[src/rtl/core/uint_to_ascii_radix_unit_macros.svh]
// ----------------------------------------------------------------------------
// uint_to_ascii_radix_unit_macros
// Assertion macros shared by the radix conversion unit.
// ----------------------------------------------------------------------------
`ifndef UINT_TO_ASCII_RADIX_UNIT_MACROS_SVH
`define UINT_TO_ASCII_RADIX_UNIT_MACROS_SVH

// same-cycle implication, sampled on clk_i, off during reset
`define UTAR_ASSERT_IMP(label, ante, cons, msg) \
  label: assert property (@(posedge clk_i) disable iff (!rst_ni) (ante) |-> (cons)) \
    else $error(msg);

// next-cycle implication, sampled on clk_i, off during reset
`define UTAR_ASSERT_NXT(label, ante, cons, msg) \
  label: assert property (@(posedge clk_i) disable iff (!rst_ni) (ante) |=> (cons)) \
    else $error(msg);

`endif

[src/rtl/core/utar_pkg.sv]
// ----------------------------------------------------------------------------
// utar_pkg
// Types, sizes and helpers of the unsigned-to-ASCII radix converter.
// ----------------------------------------------------------------------------
package utar_pkg;

  localparam int VALUE_WIDTH = 64;

  localparam int RADIX_W   = 6;
  localparam int DIGIT_W   = 6;
  localparam int CHAR_W    = 7;
  localparam int TOTAL_W   = 7;
  localparam int S_TDATA_W = 72;
  localparam int M_TDATA_W = 16;

  localparam logic [RADIX_W-1:0] RADIX_MIN = 6'd2;
  localparam logic [RADIX_W-1:0] RADIX_MAX = 6'd36;

  localparam logic [CHAR_W-1:0]  ASCII_ZERO = 7'd48;
  localparam logic [CHAR_W-1:0]  ASCII_A    = 7'd65;
  localparam logic [DIGIT_W-1:0] DEC_BASE   = 6'd10;
  localparam int                 ALPHA_CNT  = 26;

  // long division: quotient bits resolved per cycle
  localparam int DIV_STEPS = 8;
  localparam int DIV_CYC   = (VALUE_WIDTH + DIV_STEPS - 1) / DIV_STEPS;
  localparam int DIV_W     = DIV_CYC * DIV_STEPS;
  localparam int CYC_W     = (DIV_CYC > 1) ? $clog2(DIV_CYC) : 1;

  localparam int CNT_W  = $clog2(VALUE_WIDTH + 1);
  localparam int ADDR_W = $clog2(VALUE_WIDTH);

  localparam int QUEUE_DEPTH = 2;
  localparam int QPTR_W      = $clog2(QUEUE_DEPTH);

  typedef struct packed {
    logic [VALUE_WIDTH-1:0] value;
    logic [RADIX_W-1:0]     radix;
  } job_t;

  function automatic logic [CHAR_W-1:0] digit_to_ascii(input logic [DIGIT_W-1:0] d);
    logic [CHAR_W-1:0] c;
    if (d < DEC_BASE) begin
      c = ASCII_ZERO + CHAR_W'(d);
    end else begin
      c = ASCII_A + CHAR_W'(d - DEC_BASE);
    end
    return c;
  endfunction

endpackage

[src/rtl/core/utar_front.sv]
// ----------------------------------------------------------------------------
// utar_front
// Input stage: accepts a beat, masks the value and clamps the radix.
// ----------------------------------------------------------------------------
module utar_front (
  input  logic                          clk_i,
  input  logic                          rst_ni,
  input  logic                          s_axis_tvalid_i,
  output logic                          s_axis_tready_o,
  // [63:0] value, [69:64] radix, [71:70] zero
  input  logic [utar_pkg::S_TDATA_W-1:0] s_axis_tdata_i,
  output logic                          job_valid_o,
  input  logic                          job_ready_i,
  output utar_pkg::job_t                job_o
);
  import utar_pkg::*;

  logic                   full_q, full_d;
  job_t                   job_q;
  logic                   accept;
  logic [RADIX_W-1:0]     radix_raw;
  logic [RADIX_W-1:0]     radix_clamped;

  assign s_axis_tready_o = !full_q || job_ready_i;
  assign accept          = s_axis_tvalid_i && s_axis_tready_o;
  assign radix_raw       = s_axis_tdata_i[64 +: RADIX_W];

  always_comb begin
    if (radix_raw < RADIX_MIN) begin
      radix_clamped = RADIX_MIN;
    end else if (radix_raw > RADIX_MAX) begin
      radix_clamped = RADIX_MAX;
    end else begin
      radix_clamped = radix_raw;
    end
  end

  always_comb begin
    full_d = full_q;
    if (accept) begin
      full_d = 1'b1;
    end else if (job_ready_i) begin
      full_d = 1'b0;
    end
  end

  always_ff @(posedge clk_i or negedge rst_ni) begin
    if (!rst_ni) begin
      full_q <= 1'b0;
    end else begin
      full_q <= full_d;
    end
  end

  always_ff @(posedge clk_i) begin
    if (accept) begin
      job_q.value <= s_axis_tdata_i[VALUE_WIDTH-1:0];
      job_q.radix <= radix_clamped;
    end
  end

  assign job_valid_o = full_q;
  assign job_o       = job_q;

endmodule

[src/rtl/core/utar_fifo.sv]
// ----------------------------------------------------------------------------
// utar_fifo
// Short job queue between the input stage and the conversion engine.
// ----------------------------------------------------------------------------
module utar_fifo (
  input  logic           clk_i,
  input  logic           rst_ni,
  input  logic           push_valid_i,
  output logic           push_ready_o,
  input  utar_pkg::job_t push_job_i,
  output logic           pop_valid_o,
  input  logic           pop_ready_i,
  output utar_pkg::job_t pop_job_o
);
  import utar_pkg::*;

  job_t              entry_q [QUEUE_DEPTH];
  logic [QPTR_W-1:0] wr_ptr_q, wr_ptr_d;
  logic [QPTR_W-1:0] rd_ptr_q, rd_ptr_d;
  logic [QPTR_W:0]   count_q, count_d;
  logic              push, pop;

  assign push_ready_o = count_q != (QPTR_W + 1)'(QUEUE_DEPTH);
  assign pop_valid_o  = count_q != '0;
  assign push         = push_valid_i && push_ready_o;
  assign pop          = pop_valid_o && pop_ready_i;
  assign pop_job_o    = entry_q[rd_ptr_q];

  always_comb begin
    wr_ptr_d = push ? wr_ptr_q + 1'b1 : wr_ptr_q;
    rd_ptr_d = pop  ? rd_ptr_q + 1'b1 : rd_ptr_q;
    count_d  = count_q;
    if (push && !pop) begin
      count_d = count_q + 1'b1;
    end else if (pop && !push) begin
      count_d = count_q - 1'b1;
    end
  end

  always_ff @(posedge clk_i or negedge rst_ni) begin
    if (!rst_ni) begin
      wr_ptr_q <= '0;
      rd_ptr_q <= '0;
      count_q  <= '0;
    end else begin
      wr_ptr_q <= wr_ptr_d;
      rd_ptr_q <= rd_ptr_d;
      count_q  <= count_d;
    end
  end

  always_ff @(posedge clk_i) begin
    if (push) begin
      entry_q[wr_ptr_q] <= push_job_i;
    end
  end

endmodule

[src/rtl/core/utar_back.sv]
// ----------------------------------------------------------------------------
// utar_back
// Conversion engine: repeated long division by the radix, digits stored
// least significant first, then replayed most significant first.
// ----------------------------------------------------------------------------
module utar_back (
  input  logic                           clk_i,
  input  logic                           rst_ni,
  input  logic                           job_valid_i,
  output logic                           job_ready_o,
  input  utar_pkg::job_t                 job_i,
  output logic                           m_axis_tvalid_o,
  input  logic                           m_axis_tready_i,
  // [6:0] digit_char, [13:7] digit_total, [15:14] zero
  output logic [utar_pkg::M_TDATA_W-1:0] m_axis_tdata_o,
  output logic                           m_axis_tlast_o
);
  import utar_pkg::*;

  localparam logic [1:0] ST_IDLE = 2'd0;
  localparam logic [1:0] ST_DIV  = 2'd1;
  localparam logic [1:0] ST_RD   = 2'd2;
  localparam logic [1:0] ST_SHOW = 2'd3;

  logic [1:0]         state_q, state_d;
  logic [DIV_W-1:0]   quo_q, quo_d;
  logic [DIGIT_W-1:0] rem_q, rem_d;
  logic [RADIX_W-1:0] rad_q, rad_d;
  logic [CYC_W-1:0]   cyc_q, cyc_d;
  logic [CNT_W-1:0]   cnt_q, cnt_d;
  logic [ADDR_W-1:0]  rd_ptr_q, rd_ptr_d;
  logic [DIGIT_W-1:0] dig_q;
  logic [DIGIT_W-1:0] digit_mem_q [VALUE_WIDTH];

  logic [DIV_W-1:0]   quo_w;
  logic [DIGIT_W-1:0] rem_w;
  logic [DIGIT_W:0]   part;
  logic               take;
  logic               last_cyc;
  logic               mem_we, mem_re;
  logic [ADDR_W-1:0]  mem_ra;

  // eight restoring division steps per cycle
  always_comb begin
    quo_w = quo_q;
    rem_w = rem_q;
    part  = '0;
    take  = 1'b0;
    for (int i = 0; i < DIV_STEPS; i++) begin
      part  = {rem_w, quo_w[DIV_W-1]};
      take  = part >= {1'b0, rad_q};
      quo_w = {quo_w[DIV_W-2:0], take};
      rem_w = take ? DIGIT_W'(part - {1'b0, rad_q}) : part[DIGIT_W-1:0];
    end
  end

  assign last_cyc = cyc_q == CYC_W'(DIV_CYC - 1);

  always_comb begin
    state_d  = state_q;
    quo_d    = quo_q;
    rem_d    = rem_q;
    rad_d    = rad_q;
    cyc_d    = cyc_q;
    cnt_d    = cnt_q;
    rd_ptr_d = rd_ptr_q;
    mem_we   = 1'b0;
    mem_re   = 1'b0;
    mem_ra   = rd_ptr_q;
    unique case (state_q)
      ST_IDLE: begin
        if (job_valid_i) begin
          quo_d   = DIV_W'(job_i.value);
          rad_d   = job_i.radix;
          rem_d   = '0;
          cyc_d   = '0;
          cnt_d   = '0;
          state_d = ST_DIV;
        end
      end
      ST_DIV: begin
        quo_d = quo_w;
        rem_d = rem_w;
        cyc_d = cyc_q + 1'b1;
        if (last_cyc) begin
          mem_we = 1'b1;
          cnt_d  = cnt_q + 1'b1;
          rem_d  = '0;
          cyc_d  = '0;
          if (quo_w == '0) begin
            rd_ptr_d = cnt_q[ADDR_W-1:0];
            state_d  = ST_RD;
          end
        end
      end
      ST_RD: begin
        mem_re  = 1'b1;
        state_d = ST_SHOW;
      end
      ST_SHOW: begin
        if (m_axis_tready_i) begin
          if (rd_ptr_q == '0) begin
            state_d = ST_IDLE;
          end else begin
            mem_re   = 1'b1;
            mem_ra   = rd_ptr_q - 1'b1;
            rd_ptr_d = rd_ptr_q - 1'b1;
          end
        end
      end
      default: state_d = ST_IDLE;
    endcase
  end

  always_ff @(posedge clk_i or negedge rst_ni) begin
    if (!rst_ni) begin
      state_q  <= ST_IDLE;
      cyc_q    <= '0;
      cnt_q    <= '0;
      rd_ptr_q <= '0;
    end else begin
      state_q  <= state_d;
      cyc_q    <= cyc_d;
      cnt_q    <= cnt_d;
      rd_ptr_q <= rd_ptr_d;
    end
  end

  always_ff @(posedge clk_i) begin
    quo_q <= quo_d;
    rem_q <= rem_d;
    rad_q <= rad_d;
  end

  always_ff @(posedge clk_i) begin
    if (mem_we) begin
      digit_mem_q[cnt_q[ADDR_W-1:0]] <= rem_w;
    end
    if (mem_re) begin
      dig_q <= digit_mem_q[mem_ra];
    end
  end

  assign job_ready_o     = state_q == ST_IDLE;
  assign m_axis_tvalid_o = state_q == ST_SHOW;
  assign m_axis_tlast_o  = rd_ptr_q == '0;
  assign m_axis_tdata_o  = {(M_TDATA_W - CHAR_W - TOTAL_W)'(0), TOTAL_W'(cnt_q),
                            digit_to_ascii(dig_q)};

endmodule

[src/rtl/core/uint_to_ascii_radix_unit.sv]
// ----------------------------------------------------------------------------
// uint_to_ascii_radix_unit
// Unsigned value to uppercase ASCII digits in radix 2..36, MSD first.
// ----------------------------------------------------------------------------
// channel  dir  tdata                                   tlast
// s_axis   in   [63:0] value, [69:64] radix              -
// m_axis   out  [6:0] digit_char, [13:7] digit_total     last_digit
//
// Each digit is found by long division (8 quotient bits per cycle over the
// 64-bit value); the digits are then replayed, one beat per cycle while
// m_axis_tready_i is high. Reset clears all control state; no clearing
// pass. A stalled output holds the engine, while the input stage and the
// two-entry queue keep taking beats until they fill.
// ----------------------------------------------------------------------------
`include "uint_to_ascii_radix_unit_macros.svh"

module uint_to_ascii_radix_unit (
  input  logic                           clk_i,
  input  logic                           rst_ni,
  input  logic                           s_axis_tvalid_i,
  output logic                           s_axis_tready_o,
  // [63:0] value, [69:64] radix, [71:70] zero
  input  logic [utar_pkg::S_TDATA_W-1:0] s_axis_tdata_i,
  output logic                           m_axis_tvalid_o,
  input  logic                           m_axis_tready_i,
  // [6:0] digit_char, [13:7] digit_total, [15:14] zero
  output logic [utar_pkg::M_TDATA_W-1:0] m_axis_tdata_o,
  output logic                           m_axis_tlast_o
);
  import utar_pkg::*;

  logic              fr_valid, fr_ready;
  job_t              fr_job;
  logic              q_valid, q_ready;
  job_t              q_job;
  logic [CHAR_W-1:0] out_char;
  logic [TOTAL_W-1:0] out_total;

  utar_front u_front (
    .clk_i           (clk_i),
    .rst_ni          (rst_ni),
    .s_axis_tvalid_i (s_axis_tvalid_i),
    .s_axis_tready_o (s_axis_tready_o),
    .s_axis_tdata_i  (s_axis_tdata_i),
    .job_valid_o     (fr_valid),
    .job_ready_i     (fr_ready),
    .job_o           (fr_job)
  );

  utar_fifo u_fifo (
    .clk_i        (clk_i),
    .rst_ni       (rst_ni),
    .push_valid_i (fr_valid),
    .push_ready_o (fr_ready),
    .push_job_i   (fr_job),
    .pop_valid_o  (q_valid),
    .pop_ready_i  (q_ready),
    .pop_job_o    (q_job)
  );

  utar_back u_back (
    .clk_i           (clk_i),
    .rst_ni          (rst_ni),
    .job_valid_i     (q_valid),
    .job_ready_o     (q_ready),
    .job_i           (q_job),
    .m_axis_tvalid_o (m_axis_tvalid_o),
    .m_axis_tready_i (m_axis_tready_i),
    .m_axis_tdata_o  (m_axis_tdata_o),
    .m_axis_tlast_o  (m_axis_tlast_o)
  );

  assign out_char  = m_axis_tdata_o[CHAR_W-1:0];
  assign out_total = m_axis_tdata_o[CHAR_W +: TOTAL_W];

  `UTAR_ASSERT_IMP(a_char_legal, m_axis_tvalid_o, (out_char >= ASCII_ZERO && out_char < ASCII_ZERO + CHAR_W'(DEC_BASE)) || (out_char >= ASCII_A && out_char < ASCII_A + CHAR_W'(ALPHA_CNT)), "digit char out of range")
  `UTAR_ASSERT_IMP(a_total_range, m_axis_tvalid_o, out_total != '0 && out_total <= TOTAL_W'(VALUE_WIDTH), "digit total out of range")
  `UTAR_ASSERT_NXT(a_total_held, m_axis_tvalid_o && m_axis_tready_i && !m_axis_tlast_o, $stable(out_total), "digit total changed inside a run")

endmodule
[config.mk]
export PLATFORM = sky130hd
export DESIGN_NAME = uint_to_ascii_radix_unit
export DESIGN_NICKNAME = d
export VERILOG_FILES = /design/src/rtl/core/utar_pkg.sv /design/src/rtl/core/utar_front.sv /design/src/rtl/core/utar_fifo.sv /design/src/rtl/core/utar_back.sv /design/src/rtl/core/uint_to_ascii_radix_unit.sv
export VERILOG_INCLUDE_DIRS = /design/src /design/src/rtl/core
export SDC_FILE = /design/constraint.sdc
export NUM_CORES = 1
export LEC_CHECK = 0
export BUFFER_PORTS_ARGS = -buffer_cell sky130_fd_sc_hd__buf_2
export CAP_MARGIN = 20
export CORE_MARGIN = 5
export CORE_UTILIZATION = 52
export CTS_CLUSTER_DIAMETER = 200
export DETAILED_ROUTE_END_ITERATION = 8
export HOLD_SLACK_MARGIN = 0.08
export PLACE_DENSITY_LB_ADDON = 0.3
export SETUP_SLACK_MARGIN = 0.1
export SYNTH_ARGS = -nofsm -noshare
export SYNTH_HDL_FRONTEND = slang
export SYNTH_SLANG_ARGS = --single-unit
[constraint.sdc]
create_clock -name clk_i -period 15.8 [get_ports clk_i]
set_clock_uncertainty 0.05 [all_clocks]
set_input_delay 0.79 -clock clk_i [delete_from_list [all_inputs] [get_ports clk_i]]
set_output_delay 0.79 -clock clk_i [all_outputs]
set_load 0.01 [all_outputs]
==> flow_summary.json, run 1 <==
{
  "cts-hold-fix-buffers": 0,
  "cp-end-kind": "flip-flop",
  "cellPowerDensity_nw_per_um2": 114.8,
  "synth_cells": 1941,
  "maxSlewViolCount": 0,
  "insertion_delay_ns": 0.60,
  "synth_edf_count": 676,
  "firstDrtPassIters": 5,
  "yosysSeqAreaShare_pct": 69.10,
  "synth.area.top_cells": "edfxtp_1 67%, mux4_2 7.2%, ha_1 2.5%, mux2i_1 2.4%, nand2_1 2.4%",
  "startpoint": "u_back.rad_q[5]",
  "ctsLongestPathBuffers": 3,
  "htreeDepth": 3,
  "r2r-end": "u_back.digit_mem_q[25][3]",
  "crit_type": "reg -> reg",
  "grt_start_max_net_pins": 78,
  "fin_cells": 2934,
  "p_int_mw": 3.129,
  "critical_path.max_stage_delay_ns": 0.37,
  "dpl-instance-area_um2": 32140,
  "rows": 88,
  "synth-warning-count": 0,
  "drcViolationCount": 0,
  "synth_area_per_cell_um2": 15.56,
  "fmax_mhz": 67.61,
  "antenna_found_initial": 1,
  "drive_gt1_share_pct": 20.70,
  "placed_cells": 2801,
  "grt_first_pass_wirelength_um": 100300,
  "synth_area_leader_cell": "edfxtp_1",
  "first_iter_violations": 1514,
  "synth_area_um2": 30210,
  "met1_usage_pct": 27.84,
  "async_flop_share_pct": 3.290,
  "grt_overflow": 0,
  "synth_top_flop_cell": "edfxtp_1",
  "path_max_fanout": 64,
  "cts.sinks": 699,
  "clk_pin_slew_ns": 0.07,
  "routed_wl_um": 65360,
  "period_minus_slack_ns": 14.79,
  "cts_buffers": 69,
  "cp_common_cell": "ha_1",
  "p_sw_share_pct": 20.94,
  "cts_tree": "done",
  "slew_headroom_pct": 35.97,
  "min_period_over_period_pct": 93.61,
  "core_area_um2": 57590,
  "required_ns": 16.06,
  "initial_core_util_pct": 52.46,
  "grt_util_all_layers_pct": 20.42,
  "maxCapViolCount": 0,
  "die_y_um": 251.0,
  "r2r-start": "u_back.rad_q[5]",
  "met2_usage_pct": 34.05,
  "die_width_um": 251.0,
  "ant_nets": 0,
  "diodes": 0,
  "total_power_mw": 3.958,
  "status": "finished, final reports clean",
  "grt_use_met3_pct": 3.549,
  "startpoint_type": "flip-flop",
  "r2r_cells": 73,
  "pwr-share-clk_pct": 39.6,
  "hold_path_class": "in -> async",
  "hpwl_um": 42500,
  "via_per_inst": 5.891,
  "rsz0062_at_grt": "no",
  "wl_per_cell_um": 22.28,
  "gp_congestion": 0.9103,
  "finalSetupViolCount": 0,
  "ios": 95,
  "ff2ff_setup_slack_ns": 1.01,
  "synth-seq-cells": 699,
  "max-vdd-ir-drop_mv": 0.1122,
  "port-buffer-count": 90,
  "hold_slack_ns": 0.1402,
  "p_sw_mw": 0.8288,
  "tightest_slew_ns": 0.9604,
  "grt_pass1_vias": 17420,
  "syn2layout_area_growth_pct": 14.15,
  "grt_busiest_layer": "met2",
  "clock-root-buffer": "clkbuf_16",
  "combinationalPowerShare_pct": 3.9,
  "power.static_leakage_nw": 11.96,
  "slowest_stage": "edfxtp_1",
  "synth_top_cell_area_share_pct": 67.19,
  "dieArea_um2": 63020,
  "cp.arrival_ns": 15.05,
  "hold_viol_final": 0,
  "synth.distinct_cells": 83,
  "vias": 17280,
  "pwr-share-seq_pct": 56.6,
  "final_area_um2": 34480,
  "fin_nets": 2259
}
-- cells in the mapped netlist (15+ instances only) --
master / instances
edfxtp_1: 676
nand2_1: 193
nor2_1: 109
o21ai_0: 100
mux4_2: 96
mux2i_1: 73
inv_1: 62
ha_1: 61
clkbuf_1: 58
a21oi_1: 49
a211oi_1: 32
nand3_1: 28
xnor2_1: 27
nor4_1: 26
dfrtp_1: 23
nand2b_1: 21
nor2b_1: 19
and2_1: 18
a21o_1: 16
nor3_1: 16
xor2_1: 16
a31oi_1: 15
o211ai_1: 15
-- power groups by stage --
stage | combinational, mW | clock, mW | sequential, mW
detailed placement | 0.158 | 0 | 2.28
floorplan | 0.0988 | 0 | 2.27
CTS | 0.159 | 1.60 | 2.24
global placement | 0.154 | 0 | 2.27
global route | 0.169 | 1.68 | 2.25
finish | 0.152 | 1.57 | 2.24
-- repair_timing --
action / CTS / global route
setup endpoints to repair: 0 / 399
buffers inserted: 0 / 5
gates resized for setup: 0 / 24
-- registers in the layout, indices dropped and copies added, names as in the netlist --
| name | cells |
|---|---|
| u_front.job_valid_o | 1 |
| u_fifo.entry_q | 140 |
| u_fifo.count_q | 2 |
| u_back.digit_mem_q | 384 |
| u_back.rem_q | 6 |
| u_front.job_o | 70 |
| u_back.dig_q | 6 |
| u_back.rd_ptr_q | 6 |
| u_back.rad_q | 6 |
| u_back.state_q | 2 |
| u_back.cnt_q | 7 |
| u_fifo.wr_ptr_q | 1 |
| u_back.cyc_q | 3 |
| u_fifo.rd_ptr_q | 1 |
| u_back.quo_q | 64 |
-- area by class of cell --
| cell class | instances | area (um2) |
|---|---|---|
| fill | 4226 | 23100 |
| clock buffer | 87 | 1867 |
| timing repair buffer | 184 | 1320 |
| clock inverter | 39 | 299.0 |
| sequential | 699 | 20880 |
| tap | 765 | 957.2 |
| inverter | 62 | 232.7 |
| multi-input combinational | 1098 | 8930 |
-- cells in the final DEF (no fill, tap or decap), types with 12 or more instances in the layout --
master / synthesis / layout
nor2b_1: 19 / 19
nor4_1: 26 / 26
a21oi_1: 49 / 42
edfxtp_1: 676 / 676
mux2i_1: 73 / 69
nand2_1: 193 / 193
dfrtp_1: 23 / 22
a211oi_1: 32 / 31
xnor2_1: 27 / 26
nor3_1: 16 / 15
clkinv_1: 0 / 16
nand4_1: 12 / 12
and2_1: 18 / 17
mux2_2: 13 / 14
o211ai_1: 15 / 15
nand2b_1: 21 / 21
nand3_1: 28 / 28
xor2_1: 16 / 16
inv_1: 62 / 61
nor2_1: 109 / 107
buf_4: 4 / 80
ha_1: 61 / 58
clkbuf_16: 0 / 72
a21o_1: 16 / 14
mux4_2: 96 / 96
clkbuf_1: 58 / 13
o21ai_0: 100 / 94
a31oi_1: 15 / 14
buf_2: 13 / 91
-- how the worst max path moves through the flow --
stage / cells after the start / endpoint
after CTS: 69 / u_back.digit_mem_q[33][2]
after floorplan: 71 / u_back.digit_mem_q[0][0]
final: 73 / u_back.digit_mem_q[25][3]
after global placement: 72 / u_back.rd_ptr_q[5]
after detailed placement: 70 / u_back.digit_mem_q[44][2]
after global routing: 73 / u_back.digit_mem_q[27][3]
-- metrics by stage --
step	setup WS [ns]	setup TNS, ns	util (%)
6_report	1.009	0	59.88
5_1_grt	0.06803	0	59.88
4_1_cts	0.2161	0	59.58
3_5_place_dp	0.3206	0	55.82
3_3_place_gp	0.5065	0	55.81
2_1_floorplan	-0.1446	-9.253	-
-- cells by family (layout without fill, tap and decap cells) --
logic type,Yosys count,count (layout),share of synthesized area (%)
AO/OA/AOI/OAI,308,308,6.809
XOR/XNOR,43,43,1.247
adder cells (fa/ha/maj),69,69,3.057
buffers and inverters,145,372,1.955
flip-flops,699,699,69.10
multiplexers,184,184,10.13
other,1,2,0.01241
AND/OR/NAND/NOR,492,492,7.687
-- per-layer routing --
metal  vias up  wire (um)
met5         -         20
met4         2       1902
met3       125       4030
met2       587      32680
met1      8657      26730
li1       7913          -
-- worst max-delay path: cells and delay by family (launching register included) --
family	cells	cell delay, ns
flops	1	0.37
mux	5	1.61
compound gates	35	6.50
buf+inv	10	1.40
simple gates	15	1.93
fa+ha+maj	8	2.58
Power figures use the tool's default switching activity.
==> run 2, diff against run 1 <==
--- a/config.mk
+++ b/config.mk
@@ -9,7 +9,7 @@
 export BUFFER_PORTS_ARGS = -buffer_cell sky130_fd_sc_hd__buf_2
 export CAP_MARGIN = 20
 export CORE_MARGIN = 5
-export CORE_UTILIZATION = 52
+export CORE_UTILIZATION = 54
 export CTS_CLUSTER_DIAMETER = 200
 export DETAILED_ROUTE_END_ITERATION = 8
 export HOLD_SLACK_MARGIN = 0.08
==> constraint.sdc (replaced) <==
create_clock -name clk_i -period 15.8 [get_ports clk_i]
set_clock_uncertainty 0.05 [all_clocks]
set_input_delay 0.79 -clock clk_i [delete_from_list [all_inputs] [get_ports clk_i]]
set_output_delay 0.79 -clock clk_i [all_outputs]
set_load 0.02 [all_outputs]
==> flow_summary.json, run 2 (synthesized netlist as in run 1, its figures left out) <==
{
  "critical_path.max_stage_delay_ns": 0.39,
  "clk_pin_slew_ns": 0.07,
  "power.static_leakage_nw": 12.03,
  "max-vdd-ir-drop_mv": 0.1095,
  "startpoint_type": "flip-flop",
  "dieArea_um2": 60770,
  "slew_headroom_pct": 31.99,
  "clock-root-buffer": "clkbuf_16",
  "path_max_fanout": 64,
  "cp-end-kind": "flip-flop",
  "cts_buffers": 70,
  "pwr-share-clk_pct": 39.4,
  "hpwl_um": 42660,
  "fmax_mhz": 67.59,
  "grt_pass1_vias": 17710,
  "rsz0062_at_grt": "no",
  "maxSlewViolCount": 0,
  "layout_commonest_cell": "edfxtp_1",
  "die_y_um": 246.5,
  "slowest_stage": "a2111oi_4",
  "wl_per_cell_um": 22.11,
  "num-fill-cells": 4033,
  "layout_common_cells": "676 x edfxtp_1, 193 x nand2_1, 106 x nor2_1, 96 x mux4_2, 93 x buf_4",
  "firstDrtPassIters": 8,
  "grt_start_max_net_pins": 130,
  "cellPowerDensity_nw_per_um2": 114.0,
  "fin_ws_ns": 1.005,
  "first_iter_violations": 1598,
  "cts.sinks": 699,
  "syn2layout_area_growth_pct": 14.57,
  "antenna_found_initial": 0,
  "hold_path_class": "in -> async",
  "pwr-share-seq_pct": 56.7,
  "via_per_inst": 5.917,
  "routed_wl_um": 64880,
  "rows": 86,
  "largest_reg_flops": 384,
  "fin_cells": 2934,
  "initial_core_util_pct": 54.62,
  "hold_viol_final": 0,
  "drive_gt1_share_pct": 21.69,
  "min_period_over_period_pct": 93.64,
  "ctsLongestPathBuffers": 3,
  "ios": 95,
  "fin_nets": 2274,
  "ant_nets": 0,
  "status": "finished, final reports clean",
  "core_area_um2": 55310,
  "cp.arrival_ns": 15.06,
  "combinationalPowerShare_pct": 3.9,
  "cts_tree": "done",
  "finalSetupViolCount": 0,
  "crit_type": "reg -> reg",
  "dp_slack_ns": 0.3174,
  "final_area_um2": 34610,
  "required_ns": 16.06,
  "port-buffer-count": 90,
  "p_sw_mw": 0.8462,
  "insertion_delay_ns": 0.61,
  "cts-hold-fix-buffers": 0,
  "cp_top_family": "compound AO/OA/AOI/OAI gates",
  "p_sw_share_pct": 21.45,
  "vias": 17360,
  "placed_cells": 2802,
  "cp.buffers_inverters": 10,
  "grt_first_pass_wirelength_um": 100200,
  "tightest_slew_ns": 1.020,
  "drcViolationCount": 0,
  "grt_overflow": 0,
  "die_width_um": 246.5,
  "period_minus_slack_ns": 14.79,
  "p_int_mw": 3.099,
  "maxCapViolCount": 0,
  "gp_congestion": 0.9140,
  "dpl-instance-area_um2": 32310,
  "htreeDepth": 3,
  "grt_util_all_layers_pct": 21.34
}
run 2: cell types whose count changed in the layout (fill, tap and decap cells not counted), moves of 3 or more:
cell	change
buf_12	+3
buf_4	+13
clkbuf_8	-3
clkinv_1	-7
clkinv_2	+11
o21ai_1	+3
run 2: worst register-to-register path: cells and delay by family (launching register included):
kind / cells / cell delay [ns]
mux: 5 / 1.46
flops: 1 / 0.38
buf+inv: 10 / 1.51
compound gates: 34 / 6.52
simple gates: 17 / 2.09
fa+ha+maj: 8 / 2.44
run 2: through the flow:
step	hold slack (ns)	TNS (ns)	util, %	power [mW]
2_1_floorplan	0.3715	-9.253	-	2.371
3_3_place_gp	0.3729	0	58.41	2.426
3_5_place_dp	0.3790	0	58.41	2.437
4_1_cts	0.1123	0	62.31	3.980
5_1_grt	0.1517	0	62.58	4.080
6_report	0.1271	0	62.58	3.945
run 2: final timing paths:
check / slack [ns] / startpoint / end / cells past startpoint
max: 1.01 / u_back.rad_q[5] / u_back.digit_mem_q[5][3] / 74
min: 0.13 / rst_ni / u_back.cnt_q[5] / 1
max reg2reg: 1.01 / u_back.rad_q[5] / u_back.digit_mem_q[5][3] / 74
min reg2reg: 0.39 / u_front.job_o[14] / u_fifo.entry_q[1][14] / 0
max in group asynchronous: 15.13 / rst_ni / u_fifo.rd_ptr_q / 1
min in group clk_i: 0.32 / s_axis_tdata_i[16] / u_front.job_o[22] / 1
run 2: what timing repair did:
| item | 4_1_cts | 5_1_grt |
|---|---|---|
| endpoints found under the setup margin | 0 | 399 |
| buffers inserted | 0 | 2 |
| gates resized for setup | 0 | 34 |
run 2: power groups by stage:
stage | clock network [mW] | logic, mW | registers (mW)
finish | 1.55 | 0.154 | 2.24
global route | 1.66 | 0.170 | 2.25
CTS | 1.58 | 0.158 | 2.24
detailed placement | 0 | 0.157 | 2.28
global placement | 0 | 0.155 | 2.27
floorplan | 0 | 0.0997 | 2.27
run 2: routing by layer:
layer | global-route usage [%] | share of wire [%] | vias up
met3 | 4.545 | 7.0 | 126
li1 | - | - | 7931
met4 | 7.040 | 3.0 | 0
met5 | 0 | 0 | -
met1 | 28.58 | 41 | 8640
met2 | 35.35 | 49 | 663
run 2: final cells by class:
class                           instances  area, um2  share of cell area [%]
Sequential cell                       699      20880                   60.32
Multi-Input combinational cell       1098       8961                   25.89
Clock buffer                           84       1804                   5.213
Timing Repair Buffer                  198       1448                   4.182
Tap cell                              748      935.9                   2.704
Clock inverter                         44      349.1                   1.009
Inverter                               62      232.7                  0.6724
Antenna cell                            1      2.502                0.007230
